==> src/rtl/md5k_pkg.sv <==
package md5k_pkg;

	localparam int KeyCharsDefault = 5;
	localparam int Radix = 62;
	localparam int IndexWidth = 30;
	localparam int TextWidth = 40;
	localparam int WordWidth = 32;
	localparam int CfgIdxWidth = 2;
	localparam int DigitWidth = 6;

	localparam logic [CfgIdxWidth-1:0] REG_TARGET_A = 2'd0;
	localparam logic [CfgIdxWidth-1:0] REG_TARGET_B = 2'd1;
	localparam logic [CfgIdxWidth-1:0] REG_TARGET_C = 2'd2;
	localparam logic [CfgIdxWidth-1:0] REG_TARGET_D = 2'd3;

	localparam logic [31:0] IV_A = 32'h67452301;
	localparam logic [31:0] IV_B = 32'hefcdab89;
	localparam logic [31:0] IV_C = 32'h98badcfe;
	localparam logic [31:0] IV_D = 32'h10325476;

	typedef logic [31:0] word_t;
	typedef logic [DigitWidth-1:0] digit_t;

	typedef struct packed {
		word_t a;
		word_t b;
		word_t c;
		word_t d;
	} md5_state_t;

	function automatic logic [7:0] glyph(input digit_t v);
		logic [7:0] r;
		if (v < 6'd26)
			r = 8'h61 + {2'b00, v};
		else if (v < 6'd52)
			r = 8'h41 + {2'b00, v} - 8'd26;
		else
			r = 8'h30 + {2'b00, v} - 8'd52;
		return r;
	endfunction

	function automatic word_t addend(input logic [5:0] i);
		word_t k;
		case (i)
			6'd0: k = 32'hd76aa478; 6'd1: k = 32'he8c7b756; 6'd2: k = 32'h242070db;
			6'd3: k = 32'hc1bdceee; 6'd4: k = 32'hf57c0faf; 6'd5: k = 32'h4787c62a;
			6'd6: k = 32'ha8304613; 6'd7: k = 32'hfd469501; 6'd8: k = 32'h698098d8;
			6'd9: k = 32'h8b44f7af; 6'd10: k = 32'hffff5bb1; 6'd11: k = 32'h895cd7be;
			6'd12: k = 32'h6b901122; 6'd13: k = 32'hfd987193; 6'd14: k = 32'ha679438e;
			6'd15: k = 32'h49b40821; 6'd16: k = 32'hf61e2562; 6'd17: k = 32'hc040b340;
			6'd18: k = 32'h265e5a51; 6'd19: k = 32'he9b6c7aa; 6'd20: k = 32'hd62f105d;
			6'd21: k = 32'h02441453; 6'd22: k = 32'hd8a1e681; 6'd23: k = 32'he7d3fbc8;
			6'd24: k = 32'h21e1cde6; 6'd25: k = 32'hc33707d6; 6'd26: k = 32'hf4d50d87;
			6'd27: k = 32'h455a14ed; 6'd28: k = 32'ha9e3e905; 6'd29: k = 32'hfcefa3f8;
			6'd30: k = 32'h676f02d9; 6'd31: k = 32'h8d2a4c8a; 6'd32: k = 32'hfffa3942;
			6'd33: k = 32'h8771f681; 6'd34: k = 32'h6d9d6122; 6'd35: k = 32'hfde5380c;
			6'd36: k = 32'ha4beea44; 6'd37: k = 32'h4bdecfa9; 6'd38: k = 32'hf6bb4b60;
			6'd39: k = 32'hbebfbc70; 6'd40: k = 32'h289b7ec6; 6'd41: k = 32'heaa127fa;
			6'd42: k = 32'hd4ef3085; 6'd43: k = 32'h04881d05; 6'd44: k = 32'hd9d4d039;
			6'd45: k = 32'he6db99e5; 6'd46: k = 32'h1fa27cf8; 6'd47: k = 32'hc4ac5665;
			6'd48: k = 32'hf4292244; 6'd49: k = 32'h432aff97; 6'd50: k = 32'hab9423a7;
			6'd51: k = 32'hfc93a039; 6'd52: k = 32'h655b59c3; 6'd53: k = 32'h8f0ccc92;
			6'd54: k = 32'hffeff47d; 6'd55: k = 32'h85845dd1; 6'd56: k = 32'h6fa87e4f;
			6'd57: k = 32'hfe2ce6e0; 6'd58: k = 32'ha3014314; 6'd59: k = 32'h4e0811a1;
			6'd60: k = 32'hf7537e82; 6'd61: k = 32'hbd3af235; 6'd62: k = 32'h2ad7d2bb;
			default: k = 32'heb86d391;
		endcase
		return k;
	endfunction

	function automatic logic [4:0] rot_amount(input logic [5:0] i);
		logic [4:0] s;
		case ({i[5:4], i[1:0]})
			4'd0: s = 5'd7;   4'd1: s = 5'd12;  4'd2: s = 5'd17;  4'd3: s = 5'd22;
			4'd4: s = 5'd5;   4'd5: s = 5'd9;   4'd6: s = 5'd14;  4'd7: s = 5'd20;
			4'd8: s = 5'd4;   4'd9: s = 5'd11;  4'd10: s = 5'd16; 4'd11: s = 5'd23;
			4'd12: s = 5'd6;  4'd13: s = 5'd10; 4'd14: s = 5'd15; default: s = 5'd21;
		endcase
		return s;
	endfunction

	function automatic logic [3:0] msg_sel(input logic [5:0] i);
		logic [3:0] g;
		case (i[5:4])
			2'd0: g = i[3:0];
			2'd1: g = 4'(5 * i[3:0] + 1);
			2'd2: g = 4'(3 * i[3:0] + 5);
			default: g = 4'(7 * i[3:0]);
		endcase
		return g;
	endfunction

endpackage

==> src/rtl/md5k_step.sv <==
// one MD5 step, registered with valid, enable from the shared advance
module md5k_step import md5k_pkg::*; #(
	parameter logic [5:0] STEP = 6'd0
) (
	input  logic       clk,
	input  logic       arst_n,
	input  logic       adv,
	input  logic       vld_in,
	input  md5_state_t st_in,
	input  word_t      msg [16],
	output logic       vld_s1,
	output md5_state_t st_s1
);
	word_t f, t, rt, nb;
	logic [4:0] sh;

	always_comb begin
		case (STEP[5:4])
			2'd0: f = (st_in.b & st_in.c) | (~st_in.b & st_in.d);
			2'd1: f = (st_in.b & st_in.d) | (st_in.c & ~st_in.d);
			2'd2: f = st_in.b ^ st_in.c ^ st_in.d;
			default: f = st_in.c ^ (st_in.b | ~st_in.d);
		endcase
		t = st_in.a + f + msg[msg_sel(STEP)] + addend(STEP);
		sh = rot_amount(STEP);
		rt = (t << sh) | (t >> (6'd32 - {1'b0, sh}));
		nb = st_in.b + rt;
	end

	always_ff @(posedge clk or negedge arst_n) begin
		if (!arst_n)
			vld_s1 <= 1'b0;
		else if (adv)
			vld_s1 <= vld_in;
	end

	always_ff @(posedge clk) begin
		if (adv)
			st_s1 <= '{a: st_in.d, b: nb, c: st_in.b, d: st_in.c};
	end
endmodule

==> config.mk <==
export PLATFORM = sky130hd
export DESIGN_NAME = md5k_step
export DESIGN_NICKNAME = d
export VERILOG_FILES = /design/src/rtl/md5k_pkg.sv /design/src/rtl/md5k_step.sv
export SDC_FILE = /design/constraint.sdc
export NUM_CORES = 1
export LEC_CHECK = 0
export BUFFER_PORTS_ARGS = -buffer_cell sky130_fd_sc_hd__buf_2
export CORE_AREA = 2 2 300 302
export CTS_BUF_LIST = sky130_fd_sc_hd__clkbuf_4 sky130_fd_sc_hd__clkbuf_8
export CTS_CLUSTER_DIAMETER = 120
export DETAILED_ROUTE_END_ITERATION = 10
export DIE_AREA = 0 0 302 304
export GPL_ROUTABILITY_DRIVEN = 0
export PLACE_DENSITY = 0.3
export SYNTH_ARGS = -nofsm -noshare
export SYNTH_HDL_FRONTEND = slang
export SYNTH_SLANG_ARGS = --single-unit
==> constraint.sdc <==
create_clock -name clk -period 1.3 [get_ports clk]
set_input_delay 0.13 -clock clk [delete_from_list [all_inputs] [get_ports clk]]
set_output_delay 0.13 -clock clk [all_outputs]
set_load 0.03 [all_outputs]
==> flow_summary.yaml, run 1 <==
status:
  status: "complete, but fails checks"
  violations: "negative setup slack"
timing:
  rsz0062_at_grt: "true"
  fin_crit_ns: 4.77
  worstMarginPinSlew_ns: 0.480
  worst_slack_ns: -3.47
  setup_viol: 47
  setup_tns_ns: -98.01
  period_share_pct: 367
  clock_skew_ns: 0
  slew_violations: 0
  max_freq_mhz: 210
  slew_headroom_pct: 67.6
  finalHoldViolations: 0
  timing.hold.ws_ns: 0.141
clocking:
  cts_tree: "built"
  clkSlewWorstSetupHoldPaths_ns: 0.10
  clock_sinks: 129
  numCtsBuffers: 17
  cts_buffer_depth: 2
  htreeDepth: 4
  cts_root_buf: "clkbuf_8"
  clk_latency_ns: 0.55
floorplanning:
  die_h_microns: 304
  die_w_microns: 302
  rows: 110
  io_pins: 773
  core_sq_mm: 0.0890
  initial_core_util_pct: 10.3
  dieArea_sq_mm: 0.0918
worst_setup_path:
  arrival_ns: 5.08
  crit_path_start_kind: "input port"
  crit_fanout: 4
  crit_family: "compound AO/OA/AOI/OAI gates"
  cp_common_cell: "buf_4"
  cp_num_buf_inv: 7
  endpoint_kind: "flip-flop"
  crit_type: "in2reg"
  crit_slowest_cell: "fa_1"
  crit_required_ns: 1.61
  critical_path.max_stage_delay_ns: 0.45
detailed_routing:
  viasPerCell: 3.29
  firstDrtPassIters: 4
  dr_total_vias: 8955
  route.detailed.drc: 0
  wl_microns: 48100
  drt_iter0_drc: 246
  post_drt_wl_per_cell_microns: 17.7
  drtAntennaViolNets: 0
grt:
  grt_max_degree: 23
  grtUsageTotal_pct: 10.7
  grt_pass1_vias: 9992
  antenna_found_initial: 16
  grt-ovfl-total: 0
  grt_pass1_wl_microns: 69200
synth:
  synth_edf_count: 128
  async_flop_share_pct: 0.775
  yosys_warnings: 0
  netlist_area_sq_mm: 0.00914
  ys_types: 54
  syn_inst: 845
  synth_nets: 1612
  synth_seq_area_share_pct: 42.3
  syn_avg_cell_area_sq_um: 10.8
  ys_seq_elements: 129
  synth_ff_type: "edfxtp_1"
cells_and_area:
  layout_common_cells: "273 x buf_4, 161 x buf_2, 141 x buf_6"
  nFillCells: 9885
  drive_gt1_share_pct: 47.2
  final_nets: 2299
  final_common_cell: "buf_4"
  area_delta_synth_final_pct: 88.1
power_and_ir_drop:
  power_leakage_nw: 7.64
  p_sw_share_pct: 42.9
  p_switching_mw: 15.0
  combinationalPowerShare_pct: 69.4
  p_int_mw: 20.0
  ir_drop_uv: 1010
  clockPowerShare_pct: 12.1
  seqPwrFrac_pct: 18.5
  power_density_mw_per_mm2: 2040
placement:
  post-dp-hpwl_microns: 41200
  pre_cts_slack_ns: -4.41
  io_buffers: 292
hold_path:
  hp-class: "in2reg"
flow_run:
  drv_cap: 0
## sequential cells by signal (all words and copies together) (netlist names)
name	count
st_s1	128
vld_s1	1
## power by group through the flow
stage	clock network, mW	registers [mW]	logic (mW)
after floorplan	0	7.80	9.46
after global placement	0	6.44	21.4
after detailed placement	0	6.40	21.3
after CTS	4.52	6.55	24.6
after global routing	4.60	6.59	26.7
final	4.23	6.50	24.3
## metal layers
metal / wire, microns / share of wire [%] / track usage (%)
met5: 60 / 0.12 / 0
met4: 631 / 1.3 / 2.49
met3: 3300 / 6.9 / 3.95
met2: 23500 / 49 / 18.2
met1: 20600 / 43 / 12.8
## logic make-up after synthesis
logic type                 count (synthesis)  share of synthesized area [%]
AOI/OAI and AO/OA                        198                           14.6
xor gates and xnor gates                  49                           4.69
adders and majority gates                123                           19.5
buffers and inverters                    151                           6.20
DFF                                      129                           42.3
muxes                                     36                           4.16
and+or+nand+nor                          159                           8.43
## layout make-up
| class | instances | area (sq um) | share of cell area (%) |
|---|---|---|---|
| timing repair buffer | 683 | 5600 | 32.6 |
| multi-input combinational | 565 | 5290 | 30.8 |
| sequential | 129 | 3870 | 22.5 |
| tap | 1176 | 1470 | 8.56 |
| inverter | 136 | 510 | 2.97 |
| clock buffer | 17 | 234 | 1.36 |
| clock inverter | 14 | 204 | 1.19 |
| antenna | 4 | 10.0 | 0.0582 |
## metrics by stage
stage | power [mW] | cell area (sq um) | instances | util, %
after floorplan | 17.3 | 9280 | 845 | -
after global placement | 27.8 | 14300 | 2574 | 16.1
after detailed placement | 27.7 | 14300 | 2574 | 16.1
after CTS | 35.6 | 17100 | 2716 | 19.2
after global routing | 37.9 | 17200 | 2721 | 19.3
final | 35.0 | 17200 | 2724 | 19.3
## path summary, 6_finish.rpt
check,slack (ns),depth (start not counted),end,from
min in group asynchronous,0.47,3,vld_s1,arst_n
max in group asynchronous,0.73,3,vld_s1,arst_n
hold / removal,0.14,3,st_s1[65],st_in[65]
hold reg to reg,0.55,1,vld_s1,vld_s1
setup reg to reg,0.54,1,vld_s1,vld_s1
setup / recovery,-3.47,25,st_s1[90],st_in[80]
## timing repair
action                                 in CTS  in global routing
setup endpoints to repair                 161                149
endpoints found under the hold margin     114                  0
hold buffers                              100                  0
resized for setup                         354                 10
pin swaps                                  53                 16
setup buffers                              14                  4
## cells in the mapped netlist, types with 2 or more instances
master | instances | area [sq um]
nand3_1 | 20 | 100
clkbuf_1 | 15 | 56.3
a211o_1 | 3 | 26.3
nor2b_1 | 7 | 43.8
o21bai_1 | 11 | 82.6
fa_1 | 33 | 661
a221oi_1 | 3 | 26.3
and3_1 | 5 | 31.3
a31oi_1 | 4 | 25.0
inv_1 | 136 | 510
a21o_1 | 27 | 203
mux2i_1 | 20 | 200
xnor2_1 | 35 | 307
mux2_2 | 16 | 180
nor3_1 | 26 | 130
nand3b_1 | 4 | 30.0
a311oi_1 | 4 | 35.0
edfxtp_1 | 128 | 3840
o2111ai_1 | 3 | 26.3
ha_1 | 90 | 1130
nor2_1 | 40 | 150
o21ai_0 | 27 | 135
nand2_1 | 33 | 124
o41ai_1 | 2 | 17.5
or3_1 | 4 | 25.0
nand2b_1 | 6 | 37.5
nand4_1 | 10 | 62.6
o21ai_1 | 5 | 25.0
a2111oi_1 | 2 | 20.0
a21boi_0 | 3 | 22.5
a21oi_1 | 59 | 295
a2111oi_2 | 2 | 30.0
o311ai_0 | 2 | 17.5
o211ai_1 | 8 | 60.1
xor2_1 | 14 | 123
o21a_1 | 14 | 105
a211oi_1 | 7 | 52.6
## tightest hold or removal path, delay by kind of cell
family,cells,cell delay (ns)
adders and majority gates,1,0.22
buffers and inverters,2,0.25
Power figures use the tool's default switching activity.
==> inputs of run 2 (changes only) <==
--- a/config.mk
+++ b/config.mk
@@ -12,6 +12,7 @@
 export DETAILED_ROUTE_END_ITERATION = 10
 export DIE_AREA = 0 0 302 304
 export GPL_ROUTABILITY_DRIVEN = 0
+export GPL_TIMING_DRIVEN = 0
 export PLACE_DENSITY = 0.3
 export SYNTH_ARGS = -nofsm -noshare
 export SYNTH_HDL_FRONTEND = slang
==> constraint.sdc (replaced) <==
create_clock -name clk -period 1.3 [get_ports clk]
set_input_delay 0.13 -clock clk [delete_from_list [all_inputs] [get_ports clk]]
set_output_delay 0.13 -clock clk [all_outputs]
set_load 0.005 [all_outputs]
==> flow_summary.yaml, run 2 (same netlist as run 1, synthesis figures left out) <==
clocking:
  cts_buffer_depth: 2
  clk_latency_ns: 0.56
  clock_sinks: 129
  htreeDepth: 4
  clkSlewWorstSetupHoldPaths_ns: 0.08
  cts_tree: "built"
  numCtsBuffers: 17
  cts_root_buf: "clkbuf_8"
detailed_routing:
  drt_iter0_drc: 321
  route.detailed.drc: 0
  dr_total_vias: 8153
  drtAntennaViolNets: 0
  post_drt_wl_per_cell_microns: 18.2
  wl_microns: 45400
  viasPerCell: 3.27
  firstDrtPassIters: 4
power_and_ir_drop:
  ir_drop_uv: 877
  p_sw_share_pct: 44.4
  seqPwrFrac_pct: 20.5
  power_leakage_nw: 6.29
  p_switching_mw: 13.3
  p_int_mw: 16.7
  combinationalPowerShare_pct: 65.0
  power_density_mw_per_mm2: 1990
  power.total_mw: 30.0
  clockPowerShare_pct: 14.5
worst_setup_path:
  endpoint_kind: "flip-flop"
  crit_family: "compound AO/OA/AOI/OAI gates"
  crit_path_start_kind: "input port"
  crit_slowest_cell: "fa_2"
  crit_chain: "buf_12 -> mux2i_4 -> fa_2 -> inv_2 -> ha_4 -> ha_4 -> inv_2 -> fa_2 -> nor2b_4 -> o31a_1 -> o311ai_4 -> buf_6 -> a21oi_4 -> a211oi_4 -> o21ai_4 -> xor2_4 -> fa_2 -> a211oi_4 -> nor2_4 -> a21o_4 -> a21bo_4 -> a2111oi_4 -> o21a_1 -> o311ai_2"
  cp_num_buf_inv: 4
  critical_path.max_stage_delay_ns: 0.53
  arrival_ns: 5.38
  crit_type: "in2reg"
  cp_common_cell: "fa_2"
  crit_fanout: 3
  crit_required_ns: 1.58
timing:
  rsz0062_at_grt: "true"
  worst_slack_ns: -3.80
  finalHoldViolations: 0
  setup_viol: 32
  fin_crit_ns: 5.10
  worstMarginPinSlew_ns: 0.811
  slew_violations: 0
  clock_skew_ns: 0
  slew_headroom_pct: 46.0
  period_share_pct: 392
  timing.hold.ws_ns: 0.0646
  max_freq_mhz: 196
cells_and_area:
  final_nets: 2065
  area_delta_synth_final_pct: 64.5
  final_util_pct: 16.9
  layout.cells.non_filler: 2492
  reg.largest.list: "st_s1: 128 flops, vld_s1: 1 flops"
  regMostFlops: "st_s1"
  final_common_cell: "buf_2"
  layout_common_cells: "260 x buf_2, 132 x inv_1, 128 x edfxtp_1"
  largest_reg_flops: 128
  drive_gt1_share_pct: 37.8
  stdcell_area_sq_mm: 0.0150
  nFillCells: 9959
grt:
  grtUsageTotal_pct: 10.1
  grt_pass1_vias: 8736
  antenna_found_initial: 17
  grt_pass1_wl_microns: 63600
  grt-ovfl-total: 0
  grt_max_degree: 77
floorplanning:
  rows: 110
  dieArea_sq_mm: 0.0918
  io_pins: 773
  initial_core_util_pct: 10.3
  die_h_microns: 304
  die_w_microns: 302
  core_sq_mm: 0.0890
placement:
  post-place-cells: 2314
  io_buffers: 292
  post-dp-hpwl_microns: 36900
  dpl_cell_area_sq_mm: 0.0122
status:
  status: "complete, but fails checks"
  violations: "negative setup slack"
hold_path:
  hp-class: "in2reg"
flow_run:
  drv_cap: 0
[run 2: changes by cell type in the layout (fill, tap and decap cells not counted), moves of 4 or more]
cell / before / now
o21ai_2: 9 / 5
buf_4: 273 / 30
a21oi_2: 15 / 9
o21ai_4: 0 / 5
buf_12: 8 / 1
ha_4: 8 / 12
buf_2: 161 / 260
ha_1: 80 / 73
clkbuf_1: 0 / 9
buf_6: 141 / 47
[run 2: power by group through the flow]
stage,clock network (mW),registers [mW],logic [mW]
detailed placement,0,6.16,15.1
floorplan,0,6.29,9.46
global route,4.75,6.25,21.4
CTS,4.65,6.17,18.7
global placement,0,6.18,15.1
finish,4.35,6.15,19.5
[run 2: area by class of cell]
class,count,area [sq um],area share (%)
multi-input combinational,565,5580,37.1
inverter,136,514,3.42
antenna,5,12.5,0.0832
clock inverter,14,203,1.35
buffer,10,38.8,0.258
timing repair buffer,439,3100,20.6
clock buffer,18,241,1.61
sequential,129,3870,25.7
tap,1176,1470,9.79
[run 2: per-stage QoR]
| stage | setup TNS [ns] | setup WS (ns) |
|---|---|---|
| 4_1_cts | -110.07 | -3.87 |
| 6_report | -107.27 | -3.80 |
| 3_5_place_dp | -189.12 | -6.22 |
| 2_1_floorplan | -92.92 | -3.39 |
| 5_1_grt | -114.43 | -3.95 |
| 3_3_place_gp | -428.80 | -6.24 |
[run 2: worst paths after layout]
check	startpoint	endpoint	slack [ns]	cells after the start
max	st_in[66]	st_s1[94]	-3.80	24
min	adv	st_s1[53]	0.06	1
max reg2reg	vld_s1	vld_s1	0.55	1
min reg2reg	vld_s1	vld_s1	0.52	1
max in group asynchronous	arst_n	vld_s1	0.72	3
min in group asynchronous	arst_n	vld_s1	0.45	3
[run 2: timing repair]
item | CTS | global route
hold buffers | 100 | 0
gates resized for setup | 163 | 48
endpoints found under the hold margin | 101 | 0
pin swaps | 56 | 39
setup endpoints to repair | 99 | 107
setup buffers | 33 | 14
[run 2: metal layers]
layer / track usage [%] / share of wire, %
met1: 12.0 / 43
met4: 2.22 / 0.99
met2: 16.8 / 48
met5: 0 / 0.22
met3: 4.16 / 7.6
==> inputs of run 3 (changes only) <==
--- a/config.mk
+++ b/config.mk
@@ -14,6 +14,7 @@
 export GPL_ROUTABILITY_DRIVEN = 0
 export GPL_TIMING_DRIVEN = 0
 export PLACE_DENSITY = 0.3
+export RECOVER_POWER = 25
 export SYNTH_ARGS = -nofsm -noshare
 export SYNTH_HDL_FRONTEND = slang
 export SYNTH_SLANG_ARGS = --single-unit
==> flow_summary.yaml, run 3 (same netlist as run 1, synthesis figures left out) <==
status:
  status: "complete, but fails checks"
  violations: "negative setup slack"
hold_path:
  hp-class: "in2reg"
timing:
  period_share_pct: 392
  finalHoldViolations: 0
  max_freq_mhz: 196
  slew_violations: 0
  fin_crit_ns: 5.09
  worstMarginPinSlew_ns: 0.920
  worst_slack_ns: -3.79
  timing.hold.ws_ns: 0.0696
  rsz0062_at_grt: "true"
  slew_headroom_pct: 38.7
  clock_skew_ns: 0
  setup_viol: 32
worst_setup_path:
  crit_required_ns: 1.58
  crit_slowest_cell: "fa_2"
  crit_path_start_kind: "input port"
  crit_chain: "buf_12 -> mux2i_4 -> fa_2 -> inv_2 -> ha_4 -> ha_4 -> inv_2 -> fa_2 -> nor2b_4 -> o31a_1 -> o311ai_4 -> buf_6 -> a21oi_4 -> a211oi_4 -> o21ai_4 -> a311o_1 -> ha_4 -> a211oi_4 -> nor2_4 -> a21o_4 -> a21bo_4 -> a2111oi_4 -> o21a_1 -> o311ai_2"
  endpoint_kind: "flip-flop"
  critical_path.max_stage_delay_ns: 0.53
  crit_type: "in2reg"
  crit_fanout: 3
  cp_common_cell: "ha_4"
  arrival_ns: 5.37
cells_and_area:
  drive_gt1_share_pct: 37.2
  final_common_cell: "buf_2"
  largest_reg_flops: 128
  regMostFlops: "st_s1"
  nFillCells: 9963
  final_nets: 2065
  layout_common_cells: "252 x buf_2, 132 x inv_1, 128 x edfxtp_1"
  area_delta_synth_final_pct: 64.3
  reg.largest.list: "st_s1: 128 flops, vld_s1: 1 flops"
power_and_ir_drop:
  ir_drop_uv: 877
  power_leakage_nw: 6.27
  power_density_mw_per_mm2: 2000
  power.total_mw: 30.0
flow_run:
  drv_cap: 0
clocking:
  clk_latency_ns: 0.56
  cts_buffer_depth: 2
  cts_root_buf: "clkbuf_8"
  htreeDepth: 4
  clock_sinks: 129
  numCtsBuffers: 17
  clkSlewWorstSetupHoldPaths_ns: 0.09
  cts_tree: "built"
grt:
  gr-usage-met2_pct: 16.8
  grt_max_degree: 77
  grt-busiest-layer: "met2"
  grt_pass1_vias: 8736
  grt_pass1_wl_microns: 63600
  grtUsageTotal_pct: 10.1
  antenna_found_initial: 16
  grt-ovfl-total: 0
  use_met3_pct: 4.16
  grtUsageMet1_pct: 12.0
placement:
  post-dp-hpwl_microns: 36900
  io_buffers: 292
detailed_routing:
  viasPerCell: 3.28
  dr_total_vias: 8172
  post_drt_wl_per_cell_microns: 18.2
  drt_iter0_drc: 313
  wl_microns: 45400
  drtAntennaViolNets: 0
  route.detailed.drc: 0
  firstDrtPassIters: 4
floorplanning:
  core_sq_mm: 0.0890
  die_h_microns: 304
  io_pins: 773
  initial_core_util_pct: 10.3
  dieArea_sq_mm: 0.0918
  rows: 110
  die_w_microns: 302
run 3: worst max-delay path: cells and delay by family:
kind,cells,cell delay [ns]
compound gates,12,2.98
fa+ha+maj,5,1.32
mux,1,0.40
buf+inv,4,0.38
simple gates,2,0.14
run 3: layout make-up:
| cell class | count | area (sq um) | share of cell area [%] |
|---|---|---|---|
| plain buffers | 10 | 38.8 | 0.258 |
| multi-input cells | 565 | 5580 | 37.2 |
| clock buffers | 18 | 241 | 1.61 |
| inverters | 136 | 514 | 3.42 |
| clock inverters | 14 | 203 | 1.35 |
| flip-flops and latches | 129 | 3870 | 25.8 |
| diodes | 4 | 10.0 | 0.0667 |
| repair buffers | 439 | 3090 | 20.6 |
| well taps | 1176 | 1470 | 9.80 |
run 3: repair_timing:
item / 4_1_cts / 5_1_grt
endpoints found under the hold margin: 101 / 0
setup buffers: 33 / 14
endpoints found under the setup margin: 99 / 107
gates resized for setup: 163 / 48
pin swaps: 56 / 39
hold buffers: 100 / 0
run 3: power breakdown:
| group | total, mW | leakage, nW | internal [mW] | switching (mW) |
|---|---|---|---|---|
| clock | 4.34 | 0.217 | 2.14 | 2.21 |
| sequential | 6.16 | 1.26 | 5.90 | 0.261 |
| combinational | 19.5 | 4.79 | 8.63 | 10.9 |
| total | 30.0 | 6.27 | 16.7 | 13.3 |
run 3: worst paths after layout:
| kind | startpoint | end | slack [ns] | cells past startpoint |
|---|---|---|---|---|
| setup / recovery | st_in[66] | st_s1[94] | -3.79 | 24 |
| hold / removal | st_in[65] | st_s1[65] | 0.07 | 2 |
| setup reg to reg | vld_s1 | vld_s1 | 0.55 | 1 |
| hold reg to reg | vld_s1 | vld_s1 | 0.52 | 1 |
| max in group asynchronous | arst_n | vld_s1 | 0.72 | 3 |
| min in group asynchronous | arst_n | vld_s1 | 0.45 | 3 |
run 3: routing by layer:
metal	wire, microns	vias up	share of wire, %
met5	100	-	0.22
met4	458	14	1.0
met3	3430	40	7.5
met2	22100	235	49
met1	19400	3945	43
li1	-	3938	-
run 3: metrics by stage:
stage	utilization [%]	TNS, ns	cell area [sq um]	setup WS [ns]	instances
after floorplan	-	-92.92	9280	-3.39	845
after global placement	13.7	-428.80	12200	-6.24	2313
after detailed placement	13.8	-189.12	12200	-6.22	2314
after CTS	16.5	-110.07	14700	-3.87	2475
after global routing	16.9	-114.45	15000	-3.95	2487
final	16.9	-107.21	15000	-3.79	2491
